### src/rtl/core/vni_pkg.sv
// Shared constants, types and helper functions of the voxel neighbor index generator.
`timescale 1ns / 1ps

package vni_pkg;

    localparam int MAX_EXTENT = 1024;
    localparam int IDX_W      = 30;
    localparam int CFG_W      = 11;
    localparam int CW         = $clog2(MAX_EXTENT);
    localparam int EW         = $clog2(MAX_EXTENT + 1);
    localparam int SXY_W      = 2 * EW;
    localparam int TOT_W      = 3 * EW;
    localparam int CMP_W      = (TOT_W > IDX_W) ? TOT_W : IDX_W;

    localparam int DIV_STEPS  = 2;
    localparam int Q1_BITS    = 2 * CW;
    localparam int Q2_BITS    = CW + (CW % 2);
    localparam int Q1_CYC     = Q1_BITS / DIV_STEPS;
    localparam int Q2_CYC     = Q2_BITS / DIV_STEPS;
    localparam int CNT_W      = $clog2(Q1_CYC + 1);

    localparam int NB         = 27;
    localparam int FIFO_DEPTH = 4;
    localparam int PTR_W      = $clog2(FIFO_DEPTH);
    localparam int SETTLE_CYC = 2;
    localparam int SETTLE_W   = $clog2(SETTLE_CYC + 1);

    typedef logic [2:0] t_cfg_idx;
    localparam t_cfg_idx CFG_SIZE_X = 3'd0;
    localparam t_cfg_idx CFG_SIZE_Y = 3'd1;
    localparam t_cfg_idx CFG_SIZE_Z = 3'd2;
    localparam t_cfg_idx CFG_DIMS   = 3'd3;
    localparam t_cfg_idx CFG_MOORE  = 3'd4;

    localparam logic [1:0] DIMS_3D = 2'd3;

    localparam int AXIS_Z = 0;
    localparam int AXIS_Y = 1;
    localparam int AXIS_X = 2;
    localparam int OFS_NEG = 0;
    localparam int OFS_POS = 2;

    typedef struct packed {
        logic [EW-1:0]    sx;
        logic [EW-1:0]    sy;
        logic [EW-1:0]    sz;
        logic             moore;
        logic [SXY_W-1:0] sxy;
        logic [TOT_W-1:0] total;
        logic             busy;
    } t_cfg;

    typedef struct packed {
        logic [IDX_W-1:0] v;
        logic [CW-1:0]    x;
        logic [CW-1:0]    y;
        logic [CW-1:0]    z;
        logic             err;
    } t_item;

    function automatic logic [EW-1:0] clamp_ext(input logic [CFG_W-1:0] raw);
        logic [EW-1:0] res;
        if (raw == '0) begin
            res = EW'(1);
        end else if (int'(raw) > MAX_EXTENT) begin
            res = EW'(MAX_EXTENT);
        end else begin
            res = EW'(raw);
        end
        return res;
    endfunction

    // Neighbor slots 0..26 are ordered dz, dy, dx with each offset coded 0, 1, 2.
    function automatic logic [NB-1:0] nb_mask(input int axis, input int code);
        logic [NB-1:0] m;
        int            d;
        m = '0;
        for (int k = 0; k < NB; k++) begin
            if (axis == AXIS_Z) begin
                d = k / 9;
            end else if (axis == AXIS_Y) begin
                d = (k / 3) % 3;
            end else begin
                d = k % 3;
            end
            m[k] = (d == code);
        end
        return m;
    endfunction

    localparam logic [NB-1:0] MZ_NEG = nb_mask(AXIS_Z, OFS_NEG);
    localparam logic [NB-1:0] MZ_POS = nb_mask(AXIS_Z, OFS_POS);
    localparam logic [NB-1:0] MY_NEG = nb_mask(AXIS_Y, OFS_NEG);
    localparam logic [NB-1:0] MY_POS = nb_mask(AXIS_Y, OFS_POS);
    localparam logic [NB-1:0] MX_NEG = nb_mask(AXIS_X, OFS_NEG);
    localparam logic [NB-1:0] MX_POS = nb_mask(AXIS_X, OFS_POS);

endpackage

### src/rtl/core/vni_cfg.sv
// Configuration registers, extent clamping and registered grid products.
`timescale 1ns / 1ps

module vni_cfg import vni_pkg::*; (
    input  logic             i_clk,
    input  logic             i_rst_n,
    input  logic             i_cfg_valid,
    input  t_cfg_idx         i_cfg_index,
    input  logic [CFG_W-1:0] i_cfg_data,
    output logic             o_cfg_ready,
    output t_cfg             o_cfg
);

    logic [CFG_W-1:0]    r_size_x;
    logic [CFG_W-1:0]    r_size_y;
    logic [CFG_W-1:0]    r_size_z;
    logic [1:0]          r_dims;
    logic                r_moore;
    logic [SETTLE_W-1:0] r_settle;
    logic [SXY_W-1:0]    r_sxy;
    logic [TOT_W-1:0]    r_total;

    logic [EW-1:0] sx;
    logic [EW-1:0] sy;
    logic [EW-1:0] sz;

    assign sx = clamp_ext(r_size_x);
    assign sy = clamp_ext(r_size_y);
    assign sz = (r_dims == DIMS_3D) ? clamp_ext(r_size_z) : EW'(1);

    assign o_cfg_ready = 1'b1;

    always_ff @(posedge i_clk) begin
        if (!i_rst_n) begin
            r_size_x <= CFG_W'(128);
            r_size_y <= CFG_W'(128);
            r_size_z <= CFG_W'(64);
            r_dims   <= DIMS_3D;
            r_moore  <= 1'b1;
            r_settle <= SETTLE_W'(SETTLE_CYC);
        end else if (i_cfg_valid && o_cfg_ready) begin
            unique case (i_cfg_index)
                CFG_SIZE_X: r_size_x <= i_cfg_data;
                CFG_SIZE_Y: r_size_y <= i_cfg_data;
                CFG_SIZE_Z: r_size_z <= i_cfg_data;
                CFG_DIMS:   r_dims   <= i_cfg_data[1:0];
                CFG_MOORE:  r_moore  <= i_cfg_data[0];
                default: begin
                end
            endcase
            r_settle <= SETTLE_W'(SETTLE_CYC);
        end else if (r_settle != '0) begin
            r_settle <= r_settle - SETTLE_W'(1);
        end
    end

    always_ff @(posedge i_clk) begin
        r_sxy   <= SXY_W'(sx) * SXY_W'(sy);
        r_total <= TOT_W'(r_sxy) * TOT_W'(sz);
    end

    assign o_cfg.sx    = sx;
    assign o_cfg.sy    = sy;
    assign o_cfg.sz    = sz;
    assign o_cfg.moore = r_moore;
    assign o_cfg.sxy   = r_sxy;
    assign o_cfg.total = r_total;
    assign o_cfg.busy  = (r_settle != '0);

endmodule

### src/rtl/core/vni_front.sv
// Front end: input beat buffer, range check and coordinate split by a shared radix-4 divider.
`timescale 1ns / 1ps

module vni_front import vni_pkg::*; (
    input  logic             i_clk,
    input  logic             i_rst_n,
    input  logic             i_in_valid,
    output logic             o_in_stall,
    input  logic [IDX_W-1:0] i_voxel_index,
    input  t_cfg             i_cfg,
    output logic             o_push,
    output t_item            o_item,
    input  logic             i_full
);

    typedef enum logic [1:0] {
        F_IDLE,
        F_DIV1,
        F_DIV2,
        F_PUSH
    } t_fstate;

    t_fstate            r_state;
    logic               r_in_valid;
    logic [IDX_W-1:0]   r_in_v;
    logic [IDX_W-1:0]   r_v;
    logic               r_err;
    logic [EW-1:0]      r_rem;
    logic [Q1_BITS-1:0] r_dq;
    logic [CNT_W-1:0]   r_cnt;
    logic [CW-1:0]      r_x;
    logic [CW-1:0]      r_y;
    logic [CW-1:0]      r_z;

    logic [EW-1:0]      div_d;
    logic [EW:0]        s_rem2;
    logic               s_qbit;
    logic [EW-1:0]      s_rem;
    logic [Q1_BITS-1:0] s_dq;

    assign o_in_stall = r_in_valid;
    assign div_d      = (r_state == F_DIV1) ? i_cfg.sx : i_cfg.sy;

    always_comb begin
        s_rem  = r_rem;
        s_dq   = r_dq;
        s_rem2 = '0;
        s_qbit = 1'b0;
        for (int s = 0; s < DIV_STEPS; s++) begin
            s_rem2 = {s_rem, s_dq[Q1_BITS-1]};
            if (s_rem2 >= {1'b0, div_d}) begin
                s_rem2 = s_rem2 - {1'b0, div_d};
                s_qbit = 1'b1;
            end else begin
                s_qbit = 1'b0;
            end
            s_rem = s_rem2[EW-1:0];
            s_dq  = {s_dq[Q1_BITS-2:0], s_qbit};
        end
    end

    always_ff @(posedge i_clk) begin
        if (!i_rst_n) begin
            r_state    <= F_IDLE;
            r_in_valid <= 1'b0;
        end else begin
            if (i_in_valid && !r_in_valid) begin
                r_in_valid <= 1'b1;
                r_in_v     <= i_voxel_index;
            end
            unique case (r_state)
                F_IDLE: begin
                    if (r_in_valid && !i_cfg.busy) begin
                        r_in_valid <= 1'b0;
                        r_v        <= r_in_v;
                        r_cnt      <= '0;
                        if (CMP_W'(r_in_v) >= CMP_W'(i_cfg.total)) begin
                            r_err   <= 1'b1;
                            r_state <= F_PUSH;
                        end else begin
                            r_err   <= 1'b0;
                            r_rem   <= EW'(r_in_v >> Q1_BITS);
                            r_dq    <= r_in_v[Q1_BITS-1:0];
                            r_state <= F_DIV1;
                        end
                    end
                end
                F_DIV1: begin
                    if (r_cnt == CNT_W'(Q1_CYC - 1)) begin
                        r_x     <= CW'(s_rem);
                        r_rem   <= EW'(s_dq >> Q2_BITS);
                        r_dq    <= s_dq << (Q1_BITS - Q2_BITS);
                        r_cnt   <= '0;
                        r_state <= F_DIV2;
                    end else begin
                        r_rem <= s_rem;
                        r_dq  <= s_dq;
                        r_cnt <= r_cnt + CNT_W'(1);
                    end
                end
                F_DIV2: begin
                    r_rem <= s_rem;
                    r_dq  <= s_dq;
                    r_cnt <= r_cnt + CNT_W'(1);
                    if (r_cnt == CNT_W'(Q2_CYC - 1)) begin
                        r_y     <= CW'(s_rem);
                        r_z     <= CW'(s_dq[Q2_BITS-1:0]);
                        r_state <= F_PUSH;
                    end
                end
                F_PUSH: begin
                    if (!i_full) begin
                        r_state <= F_IDLE;
                    end
                end
            endcase
        end
    end

    assign o_push     = (r_state == F_PUSH) && !i_full;
    assign o_item.v   = r_v;
    assign o_item.x   = r_x;
    assign o_item.y   = r_y;
    assign o_item.z   = r_z;
    assign o_item.err = r_err;

endmodule

### src/rtl/core/vni_fifo.sv
// Short queue of classified voxels between front end and back end.
`timescale 1ns / 1ps

module vni_fifo import vni_pkg::*; (
    input  logic  i_clk,
    input  logic  i_rst_n,
    input  logic  i_push,
    input  t_item i_data,
    output logic  o_full,
    input  logic  i_pop,
    output logic  o_empty,
    output t_item o_data
);

    t_item            r_mem [FIFO_DEPTH];
    logic [PTR_W-1:0] r_wr;
    logic [PTR_W-1:0] r_rd;
    logic [PTR_W:0]   r_cnt;

    assign o_full  = (r_cnt == (PTR_W + 1)'(FIFO_DEPTH));
    assign o_empty = (r_cnt == '0);
    assign o_data  = r_mem[r_rd];

    always_ff @(posedge i_clk) begin
        if (!i_rst_n) begin
            r_wr  <= '0;
            r_rd  <= '0;
            r_cnt <= '0;
        end else begin
            if (i_push) begin
                r_wr <= r_wr + PTR_W'(1);
            end
            if (i_pop) begin
                r_rd <= r_rd + PTR_W'(1);
            end
            if (i_push && !i_pop) begin
                r_cnt <= r_cnt + (PTR_W + 1)'(1);
            end else if (i_pop && !i_push) begin
                r_cnt <= r_cnt - (PTR_W + 1)'(1);
            end
        end
    end

    always_ff @(posedge i_clk) begin
        if (i_push) begin
            r_mem[r_wr] <= i_data;
        end
    end

endmodule

### src/rtl/core/vni_back.sv
// Back end: neighbor mask build, ascending scan and result output register.
`timescale 1ns / 1ps

module vni_back import vni_pkg::*; (
    input  logic             i_clk,
    input  logic             i_rst_n,
    input  t_cfg             i_cfg,
    input  logic             i_empty,
    input  t_item            i_item,
    output logic             o_pop,
    output logic             o_out_valid,
    input  logic             i_out_stall,
    output logic [IDX_W-1:0] o_neighbor_index,
    output logic             o_last_of_run,
    output logic             o_no_neighbor,
    output logic             o_index_error
);

    logic             r_busy;
    logic [NB-1:0]    r_mask;
    logic [IDX_W-1:0] r_v;
    logic             r_out_valid;
    logic [IDX_W-1:0] r_idx;
    logic             r_last;
    logic             r_none;
    logic             r_err;

    logic             xlo;
    logic             xhi;
    logic             ylo;
    logic             yhi;
    logic             zlo;
    logic             zhi;
    logic [NB-1:0]    load_mask;
    logic [NB-1:0]    onehot;
    logic [NB-1:0]    rest;
    logic             last;
    logic [IDX_W-1:0] sxy_w;
    logic [IDX_W-1:0] sx_w;
    logic [IDX_W-1:0] zt;
    logic [IDX_W-1:0] yt;
    logic [IDX_W-1:0] xt;
    logic [IDX_W-1:0] nb_idx;
    logic             out_free;

    assign xlo = (i_item.x != '0);
    assign ylo = (i_item.y != '0);
    assign zlo = (i_item.z != '0);
    assign xhi = ((EW'(i_item.x) + EW'(1)) < i_cfg.sx);
    assign yhi = ((EW'(i_item.y) + EW'(1)) < i_cfg.sy);
    assign zhi = ((EW'(i_item.z) + EW'(1)) < i_cfg.sz);

    for (genvar k = 0; k < NB; k++) begin : g_mask
        localparam int DZ = k / 9;
        localparam int DY = (k / 3) % 3;
        localparam int DX = k % 3;
        localparam int NZ = int'(DZ != 1) + int'(DY != 1) + int'(DX != 1);
        logic okz;
        logic oky;
        logic okx;
        assign okz = (DZ == OFS_NEG) ? zlo : ((DZ == OFS_POS) ? zhi : 1'b1);
        assign oky = (DY == OFS_NEG) ? ylo : ((DY == OFS_POS) ? yhi : 1'b1);
        assign okx = (DX == OFS_NEG) ? xlo : ((DX == OFS_POS) ? xhi : 1'b1);
        assign load_mask[k] = okz && oky && okx && (NZ != 0) && (i_cfg.moore || (NZ == 1));
    end

    assign onehot = r_mask & (~r_mask + NB'(1));
    assign rest   = r_mask & ~onehot;
    assign last   = (rest == '0);

    assign sxy_w = IDX_W'(i_cfg.sxy);
    assign sx_w  = IDX_W'(i_cfg.sx);
    assign zt = (|(onehot & MZ_NEG)) ? -sxy_w : ((|(onehot & MZ_POS)) ? sxy_w : '0);
    assign yt = (|(onehot & MY_NEG)) ? -sx_w  : ((|(onehot & MY_POS)) ? sx_w  : '0);
    assign xt = (|(onehot & MX_NEG)) ? '1     : ((|(onehot & MX_POS)) ? IDX_W'(1) : '0);
    assign nb_idx = r_v + zt + yt + xt;

    assign out_free = !r_out_valid || !i_out_stall;
    assign o_pop    = out_free && !r_busy && !i_empty;

    always_ff @(posedge i_clk) begin
        if (!i_rst_n) begin
            r_busy      <= 1'b0;
            r_out_valid <= 1'b0;
        end else begin
            if (out_free && r_busy) begin
                r_out_valid <= 1'b1;
                r_idx       <= nb_idx;
                r_last      <= last;
                r_none      <= 1'b0;
                r_err       <= 1'b0;
                r_mask      <= rest;
                if (last) begin
                    r_busy <= 1'b0;
                end
            end else if (o_pop) begin
                if (i_item.err) begin
                    r_out_valid <= 1'b1;
                    r_idx       <= '0;
                    r_last      <= 1'b1;
                    r_none      <= 1'b0;
                    r_err       <= 1'b1;
                end else if (load_mask == '0) begin
                    r_out_valid <= 1'b1;
                    r_idx       <= '0;
                    r_last      <= 1'b1;
                    r_none      <= 1'b1;
                    r_err       <= 1'b0;
                end else begin
                    r_out_valid <= 1'b0;
                    r_busy      <= 1'b1;
                    r_mask      <= load_mask;
                    r_v         <= i_item.v;
                end
            end else if (out_free) begin
                r_out_valid <= 1'b0;
            end
        end
    end

    assign o_out_valid      = r_out_valid;
    assign o_neighbor_index = r_idx;
    assign o_last_of_run    = r_last;
    assign o_no_neighbor    = r_none;
    assign o_index_error    = r_err;

endmodule

### src/rtl/core/voxel_neighbor_index_generator_core.sv
// Top level of the voxel neighbor index generator.
// Front end per voxel: range check, then x and then y and z from the shared
// 2-bit-per-cycle divider (skipped for an out-of-range index), then a queue push;
// a second voxel waits in the input buffer. Back end: a load step per voxel, then
// one result beat per cycle while the output is not stalled; a 4-entry queue lets
// front and back stall independently.
// Reset is synchronous: 128 x 128 x 64 3D Moore grid; input waits after reset
// or any register write while the grid products settle.
`timescale 1ns / 1ps

module voxel_neighbor_index_generator_core import vni_pkg::*; (
    input  logic             i_clk,
    input  logic             i_rst_n,
    input  logic             i_in_valid,
    output logic             o_in_stall,
    input  logic [IDX_W-1:0] i_voxel_index,
    output logic             o_out_valid,
    input  logic             i_out_stall,
    output logic [IDX_W-1:0] o_neighbor_index,
    output logic             o_last_of_run,
    output logic             o_no_neighbor,
    output logic             o_index_error,
    input  logic             i_cfg_valid,
    output logic             o_cfg_ready,
    input  t_cfg_idx         i_cfg_index,
    input  logic [CFG_W-1:0] i_cfg_data
);

    t_cfg  cfg;
    t_item push_item;
    t_item head_item;
    logic  push;
    logic  pop;
    logic  full;
    logic  empty;

    vni_cfg u_cfg (
        .i_clk       (i_clk),
        .i_rst_n     (i_rst_n),
        .i_cfg_valid (i_cfg_valid),
        .i_cfg_index (i_cfg_index),
        .i_cfg_data  (i_cfg_data),
        .o_cfg_ready (o_cfg_ready),
        .o_cfg       (cfg)
    );

    vni_front u_front (
        .i_clk         (i_clk),
        .i_rst_n       (i_rst_n),
        .i_in_valid    (i_in_valid),
        .o_in_stall    (o_in_stall),
        .i_voxel_index (i_voxel_index),
        .i_cfg         (cfg),
        .o_push        (push),
        .o_item        (push_item),
        .i_full        (full)
    );

    vni_fifo u_fifo (
        .i_clk   (i_clk),
        .i_rst_n (i_rst_n),
        .i_push  (push),
        .i_data  (push_item),
        .o_full  (full),
        .i_pop   (pop),
        .o_empty (empty),
        .o_data  (head_item)
    );

    vni_back u_back (
        .i_clk            (i_clk),
        .i_rst_n          (i_rst_n),
        .i_cfg            (cfg),
        .i_empty          (empty),
        .i_item           (head_item),
        .o_pop            (pop),
        .o_out_valid      (o_out_valid),
        .i_out_stall      (i_out_stall),
        .o_neighbor_index (o_neighbor_index),
        .o_last_of_run    (o_last_of_run),
        .o_no_neighbor    (o_no_neighbor),
        .o_index_error    (o_index_error)
    );

endmodule

### config.mk
export PLATFORM = sky130hd
export DESIGN_NAME = voxel_neighbor_index_generator_core
export DESIGN_NICKNAME = d
export VERILOG_FILES = /design/src/rtl/core/vni_pkg.sv /design/src/rtl/core/vni_cfg.sv /design/src/rtl/core/vni_front.sv /design/src/rtl/core/vni_fifo.sv /design/src/rtl/core/vni_back.sv /design/src/rtl/core/voxel_neighbor_index_generator_core.sv
export SDC_FILE = /design/constraint.sdc
export NUM_CORES = 2
export LEC_CHECK = 0
export ABC_AREA = 1
export BUFFER_PORTS_ARGS = -buffer_cell sky130_fd_sc_hd__buf_2
export CELL_PAD_IN_SITES_DETAIL_PLACEMENT = 2
export CELL_PAD_IN_SITES_GLOBAL_PLACEMENT = 2
export CORE_UTILIZATION = 37
export CTS_CLUSTER_SIZE = 28
export DETAILED_ROUTE_END_ITERATION = 8
export PLACE_DENSITY_LB_ADDON = 0.1
export SLEW_MARGIN = 15
export SYNTH_ARGS = -nofsm -noshare
export SYNTH_HDL_FRONTEND = slang
export SYNTH_SLANG_ARGS = --single-unit
### constraint.sdc
create_clock -name i_clk -period 7.3 [get_ports i_clk]
set_input_delay 0.365 -clock i_clk [delete_from_list [all_inputs] [get_ports i_clk]]
set_output_delay 0.365 -clock i_clk [all_outputs]
set_load 0.01 [all_outputs]
Word-level counts from Yosys, hierarchy flattened
Memories as Yosys holds them, arrays and structs flattened. A register that Yosys moved wholly into a read port is not among the register bits.
Index checks and enable logic that the tools add are counted.
{"block": "word_totals", "reg_bits": 321, "mem_bits_rw": 244, "n_memories": 1, "input_bits": 49, "output_inout_bits": 36, "word_cells": 256}
{"name": "u_fifo.r_mem", "depth": 4, "width": 61, "rd": 1, "rd_clocked_by_memory_dff": 1, "wr": 1, "line": "vni_fifo.sv:15", "rtl": "t_item r_mem [FIFO_DEPTH];"}
{"block": "op_classes", "n_lt_le_gt_ge": 9, "n_reduce_logical": 98, "bitwise_logic": 8, "multipliers": 2, "addsub": 17, "n_eq_ne": 19, "n_mux": 72}
{"cell": "30-bit 2-to-1 mux", "n": 7}
{"cell": "11-bit 2-to-1 mux", "n": 14}
{"cell": "27-bit 2-to-1 mux", "n": 4}
{"cell": "30-bit adder", "n": 3}
{"cell": "20-bit 2-to-1 mux", "n": 3}
{"cell": "20-bit one-hot mux with 3 select lines", "n": 1}
{"cell": "27-bit bitwise AND", "n": 2}
{"cell": "27-bit zero test", "n": 2}
{"cell": "27-bit inverter", "n": 2}
{"cell": "9-bit OR reduction", "n": 6}
{"cell": "1-bit logical AND", "n": 48}
{"cell": "10-bit by 1-bit adder with 11-bit output (second input constant)", "n": 3}
{"cell": "30-bit by 33-bit greater-or-equal comparator with 1-bit output", "n": 1}
{"cell": "11-bit greater-than comparator (second input constant)", "n": 3}
{"cell": "11-bit zero test", "n": 3}
{"cell": "11-bit less-than comparator", "n": 3}
{"cell": "22-bit by 11-bit multiplier with 33-bit output", "n": 1}
{"cell": "11-bit one-hot mux with 3 select lines", "n": 1}
{"cell": "11-bit negator with 30-bit output", "n": 1}
{"cell": "22-bit negator with 30-bit output", "n": 1}
{"cell": "10-bit nonzero test", "n": 3}
{"cell": "1-bit 2-to-1 mux", "n": 28}
{"cell": "27-bit by 1-bit adder with 27-bit output (second input constant)", "n": 1}
{"cell": "12-bit by 11-bit greater-or-equal comparator with 1-bit output", "n": 2}
{"cell": "other kinds (34)", "n": 82}

Longest topological paths before layout
{"block": "logic_depth", "ltp_word": 13, "depth_mapped": 33, "mapped_depth_nobuf": 32}

By module
From an unflattened synthesis, not the netlist that was laid out.
{"block": "unflattened", "hier_cells": 4677, "hier_area_um2": 42029.1}
{"mod": "vni_cfg", "cells_per_inst": 2007, "area_each_um2": 14983.1, "seq_area_each_um2": 1861.8, "n_inst": 1}
{"mod": "vni_fifo", "cells_per_inst": 647, "area_each_um2": 10075.9, "seq_area_each_um2": 7507.2, "n_inst": 1}
{"mod": "vni_back", "cells_per_inst": 1224, "area_each_um2": 9584.2, "seq_area_each_um2": 2742.6, "n_inst": 1}
{"mod": "vni_front", "cells_per_inst": 799, "area_each_um2": 7385.8, "seq_area_each_um2": 3843.7, "n_inst": 1}

Worst setup path after synthesis
No wires, ideal clock.
{"block": "synth_timing", "path_kind": "register -> register", "start": "register u_back.r_mask[2]", "end": "register u_back.r_idx[25], in the netlist u_back.o_neighbor_index[25], data pin", "period_less_slack_ns": 7.197, "path_stages_with_launch": 22, "setup_time_ns": 0.270, "arrival_time_ns": 6.927, "n_path_buf": 0, "path_slack_ns": 0.103, "t_required_ns": 7.030, "cell_sequence": "edfxtp_1 nor2_1 nand2_1 nor2_4 nand2_2 inv_2 nand3_1 nor2_1 nor4_1 inv_1 fa_1 fa_1 ha_1 a21oi_1 inv_1 a31oi_1 a21boi_0 o21ai_1 nand3_1 nand2_1 nand2_1 a21oi_1"}
{"block": "synth_between", "elab_chain_len": 10, "elab_cells_between_ends": 19, "cone_classes": "4 x add/sub; 7 x mux; 2 x bitwise; 6 x reduce/logical"}
{"item": "start: declaration", "line": "vni_back.sv:20", "rtl": "logic [NB-1:0] r_mask;"}
{"item": "start signal: assignment", "line": "vni_back.sv:92", "rtl": "r_mask <= rest;"}
{"item": "start signal: assignment", "line": "vni_back.sv:112", "rtl": "r_mask <= load_mask;"}
{"item": "27-bit inverter", "line": "vni_back.sv:67", "rtl": "assign onehot = r_mask & (~r_mask + NB'(1));"}
{"item": "27-bit by 1-bit adder with 27-bit output", "line": "vni_back.sv:67"}
{"item": "27-bit bitwise AND *", "line": "vni_back.sv:67"}
{"item": "9-bit OR reduction", "line": "vni_back.sv:73", "rtl": "assign zt = (|(onehot & MZ_NEG)) ? -sxy_w : ((|(onehot & MZ_POS)) ? sxy_w : '0);"}
{"item": "22-bit 2-to-1 mux", "line": "vni_back.sv:73"}
{"item": "30-bit 2-to-1 mux", "line": "vni_back.sv:73"}
{"item": "30-bit adder (2 in series)", "line": "vni_back.sv:76", "rtl": "assign nb_idx = r_v + zt + yt + xt;"}
{"item": "30-bit adder *", "line": "vni_back.sv:76"}
{"item": "30-bit 2-to-1 mux *", "line": "vni_back.sv:86", "rtl": "if (out_free && r_busy) begin"}
{"item": "end signal: assignment", "line": "vni_back.sv:88", "rtl": "r_idx <= nb_idx;"}
{"item": "end: declaration", "line": "vni_back.sv:23", "rtl": "logic [IDX_W-1:0] r_idx;"}
Every way passes the cells marked *; elsewhere a longest branch is shown, timed or not.
A chain may end at the register's enable or synchronous reset.

Final worst setup path
{"block": "layout_timing", "start": "register u_cfg.r_size_x[3]", "end": "register u_cfg.r_sxy[15]"}
{"block": "layout_between", "elab_chain_len": 4, "elab_cells_between_ends": 5, "cone_classes": "1 x mul; 1 x order compare; 2 x mux; 1 x reduce/logical"}
{"item": "start: declaration", "line": "vni_cfg.sv:14", "rtl": "logic [CFG_W-1:0] r_size_x;"}
{"item": "start signal: assignment", "line": "vni_cfg.sv:43", "rtl": "CFG_SIZE_X: r_size_x <= i_cfg_data;"}
{"item": "11-bit greater-than comparator", "line": "vni_pkg.sv:65", "rtl": "end else if (int'(raw) > MAX_EXTENT) begin"}
{"item": "11-bit 2-to-1 mux", "line": "vni_pkg.sv:65"}
{"item": "11-bit 2-to-1 mux *", "line": "vni_pkg.sv:63", "rtl": "if (raw == '0) begin"}
{"item": "11-bit by 11-bit multiplier with 22-bit output *", "line": "vni_cfg.sv:58", "rtl": "r_sxy <= SXY_W'(sx) * SXY_W'(sy);"}
{"item": "end signal: assignment", "line": "vni_cfg.sv:58"}
{"item": "end: declaration", "line": "vni_cfg.sv:20", "rtl": "logic [SXY_W-1:0] r_sxy;"}
Marked as above.

==> flow_summary.yaml <==
cts:
  cts_buffers: 69
  cts_max_path_buffers: 3
  clk_transition_reported_paths_ns: 0.06
  insertion_delay_ns: 0.68
  cts.sinks: 567
  root_buffer: "clkbuf_16"
  cts_setup_buffers: 0
  cts-htree-levels: 3
  tritoncts_clock_tree: "yes"
global_routing:
  grt_pass1_wl_um: 230100
  first_global_vias: 35220
  grt_start_max_net_pins: 74
  gr-total-overflow: 0
  track_usage_pct: 28.76
  grt_antenna_before_repair: 5
layout:
  area_delta_synth_final_pct: 12.92
  final_layout_size_suffix_gt1_share_pct: 8.106
  final_area_mm2: 0.04503
  postLayoutCoreUtil_pct: 42.12
  num-nets-final: 5121
  n_antenna_cell: 0
logic_synthesis:
  ys_seq_elements: 567
  synth_seq_area_share_pct: 40.01
  synth_area_per_cell_um2: 9.223
  share_of_synthesized_cell_area_in_and_or_nand_and_nor_gates_pct: 16.96
  post_synth_mux_area_share_pct: 0
  netlist.top_cell.by_area: "edfxtp_1"
  synthTopCellsByArea: "edfxtp_1 35%, fa_1 16%, ha_1 8.3%"
  synth-async-reset-ratio_pct: 0
  post_synth_top_area_share_pct: 34.64
  synth.net_count: 4959
  synth-xor-area-share_pct: 2.039
  yosys_warnings: 0
  synth_cell_types: 64
  synth_edf_count: 460
  most_frequently_used_flop_master_after_synthesis: "edfxtp_1"
  synthesis.instances: 4324
  synth_fa_ha_area_share_pct: 24.41
  area_of_the_mapped_netlist_mm2: 0.03988
  largest_family_of_logic_cells_by_synthesized_area: "adder cells"
  synth_compound_area_share_pct: 8.393
floorplanning:
  num_io_pins: 85
  die_h_um: 330.3
  fp.dieW_um: 330.3
  die_area_mm2: 0.1091
  initial_core_util_pct: 37.30
  core_region_area_mm2: 0.1069
  fp-row-count: 120
setup_path:
  critical_path.cell_chain: "nor2_1, nand3_1, o21bai_1, nand2_1, clkinv_1, nand2_1, fa_1, inv_1, fa_1, inv_1, fa_1, inv_1, fa_1, fa_1, ha_1, nand2_1, nand2_1, a21oi_1, o21ai_0, a21boi_0, o21bai_1, a21oi_1, xnor2_1"
  timing.critical_path.max_delay_family: "adder cells"
  crit_top_cell: "fa_1"
  worstSetupStartpointType: "flop"
  cp_bufs_invs: 4
  critPathMaxFanout: 10
  critical_path_required_ns: 7.87
  crit_path_end_kind: "flop"
  cp_data_arrival_time_ns: 7.31
  crit_path_max_incr_delay_ns: 0.67
  worst_setup_path_type: "flop to flop"
  slowest_stage: "o21bai_1"
drt:
  drcViolationCount: 0
  wl_met1_um: 68060
  topRoutingLayerUsed: "met5"
  number_of_vias_after_detailed_routing: 31780
  post_drt_wl_per_cell_um: 25.88
  postRouteAntennaNets: 0
  met2WireLength_um: 75140
  via_per_inst: 5.347
  drt_pre_antenna_iters: 5
  route.final.wire_length_um: 153800
  first_iter_violations: 1842
  wl_met3_um: 5855
power_and_ir_drop:
  static-leakage-power_nw: 19.85
  pwr-share-comb_pct: 51.7
  power.internal_mw: 8.760
  seq_power_share_pct: 26.3
  power_density_mw_per_mm2: 366.1
  power.share.clock_pct: 22.0
  switching_power_mw: 7.725
  power_switching_share_pct: 46.86
  irDropWorstVdd_mv: 0.3200
sta:
  maxSlewViolCount: 0
  clock.fmax_ghz: 0.1483
  timing.final.hold_violations: 0
  finalClockSkew_ns: 0.04613
  setup_tns_ns: 0
  finalCriticalPeriod_ns: 6.744
  relative_slew_margins_pct: 18.17
  worst-slew-pin-transition_ns: 1.216
  rsz0062_at_grt: "false"
  setup_violations: 0
  share_of_the_clock_period_used_by_the_worst_path_after_layout_pct: 92.39
hold_path:
  hold_class: "input pin to flop"
place:
  portbufs: 83
  dp_hpwl_um: 121300
  placed_cell_area_mm2: 0.04236
  routabilityCongestion: 0.8426
job:
  maxCapViolations: 0
outcome:
  status: "complete, no violations"
## sequential cells by signal (all words and copies together) (netlist names), 3 cells and up, named ones only
| name | count |
|---|---|
| u_back.o_neighbor_index | 30 |
| u_back.r_mask | 27 |
| u_back.r_v | 30 |
| u_cfg.r_size_x | 11 |
| u_cfg.r_size_y | 11 |
| u_cfg.r_size_z | 11 |
| u_cfg.r_sxy | 22 |
| u_cfg.r_total | 33 |
| u_fifo.r_cnt | 3 |
| u_fifo.r_mem | 244 |
| u_front.r_cnt | 4 |
| u_front.r_dq | 20 |
| u_front.r_in_v | 30 |
| u_front.r_rem | 11 |
| u_front.r_v | 30 |
| u_front.r_x | 10 |
| u_front.r_y | 10 |
| u_front.r_z | 10 |
## per-stage QoR
| stage | setup WS [ns] | power (mW) | std cells | hold slack (ns) |
|---|---|---|---|---|
| finish | 0.5555 | 16.48 | 5943 | 0.07167 |
| global route | 0.03043 | 17.58 | 5943 | 0.07135 |
| CTS | 0.4595 | 16.55 | 5943 | 0.03328 |
| detailed placement | 0.4936 | 12.79 | 5787 | 0.4522 |
| global placement | 0.6770 | 12.45 | 5787 | 0.4363 |
| floorplan | 0.1029 | 9.550 | 4324 | 0.4264 |
## worst min-delay path: cells and delay by family
family	cells	cell delay [ns]
buffers and inverters	1	0.09
AO/OA/AOI/OAI	2	0.20
## layout by cell type, fill, tap and decap left out, drive strengths merged, types with 2 or more instances in the layout
| master | count |
|---|---|
| fa | 320 |
| o221ai | 4 |
| buf | 183 |
| nand3b | 4 |
| clkinv | 38 |
| a21o | 10 |
| and2 | 4 |
| and3 | 3 |
| o22ai | 42 |
| a211oi | 7 |
| ha | 266 |
| nor3 | 48 |
| a21boi | 9 |
| edfxtp | 460 |
| nand3 | 203 |
| inv | 714 |
| a31oi | 11 |
| bufinv | 7 |
| o21ai | 255 |
| dlygate4sd3 | 31 |
| a31o | 2 |
| nor3b | 2 |
| dfxtp | 107 |
| o21bai | 10 |
| xnor2 | 31 |
| o31ai | 7 |
| o32ai | 3 |
| a21oi | 207 |
| clkbuf | 88 |
| or2 | 12 |
| xor2 | 61 |
| nor4 | 17 |
| nand2 | 854 |
| nor2 | 452 |
| a22oi | 2 |
| o311ai | 2 |
| nand4 | 32 |
| o21a | 14 |
| o2111ai | 4 |
| o211ai | 9 |
## cell usage after synthesis (9+ instances only)
| library cell | instances |
|---|---|
| nand2_1 | 843 |
| inv_1 | 695 |
| edfxtp_1 | 460 |
| nor2_1 | 444 |
| fa_1 | 320 |
| ha_1 | 266 |
| o21ai_0 | 243 |
| a21oi_1 | 207 |
| nand3_1 | 199 |
| dfxtp_1 | 107 |
| clkbuf_1 | 81 |
| xor2_1 | 60 |
| nor3_1 | 45 |
| o22ai_1 | 42 |
| xnor2_1 | 31 |
| nand4_1 | 30 |
| buf_2 | 21 |
| inv_2 | 15 |
| nor4_1 | 15 |
| o21a_1 | 14 |
| buf_4 | 12 |
| clkinv_1 | 11 |
| nand2_2 | 11 |
| or2_2 | 11 |
| a21o_1 | 10 |
| a31oi_1 | 10 |
| o21ai_1 | 10 |
| o21bai_1 | 10 |
| o211ai_1 | 9 |
## path summary, 6_finish.rpt
kind	start	to	slack, ns	depth (start not counted)
worst min register to register	u_front.r_dq[2]	u_front.r_z[4]	0.46	0
worst min-delay path	i_cfg_data[0]	u_cfg.r_size_x[0]	0.07	3
worst max register to register	u_cfg.r_size_x[3]	u_cfg.r_sxy[15]	0.56	23
worst max-delay path	u_cfg.r_size_x[3]	u_cfg.r_sxy[15]	0.56	23
## final cells by class
cell class              instances  area (um2)
clock buffers                  88        1881
clock inverters                37       471.7
fillers                     11750       61870
inverters                     722        2714
multi-input cells            2912       20750
flip-flops and latches        567       15960
well taps                    1403        1755
repair buffers                214        1501
## power groups by stage
stage               Sequential [mW]  Clock [mW]  Combinational (mW)
finish                         4.34        3.63                8.52
global route                   4.37        3.78                9.43
global placement               4.39           0                8.07
CTS                            4.34        3.69                8.52
detailed placement             4.40           0                8.39
floorplan                      4.31           0                5.24
## layer usage
layer  up-vias  GRT usage, %
met4         2         8.405
met3       186         3.438
met5         -             0
met1     16590         38.12
met2       625         49.25
li1      14370             -
## what timing repair did
action / CTS / global route
gates resized for setup: 0 / 0
hold buffers: 31 / 0
endpoints found under the hold margin: 32 / 0
## cells by family after synthesis
kind of cell | after synthesis
AOI/OAI and AO/OA | 602
xor gates and xnor gates | 92
adders and majority gates | 586
buffers and inverters | 845
DFF | 567
other | 1
and+or+nand+nor | 1631
No activity file was read; power rests on OpenSTA's default activity.
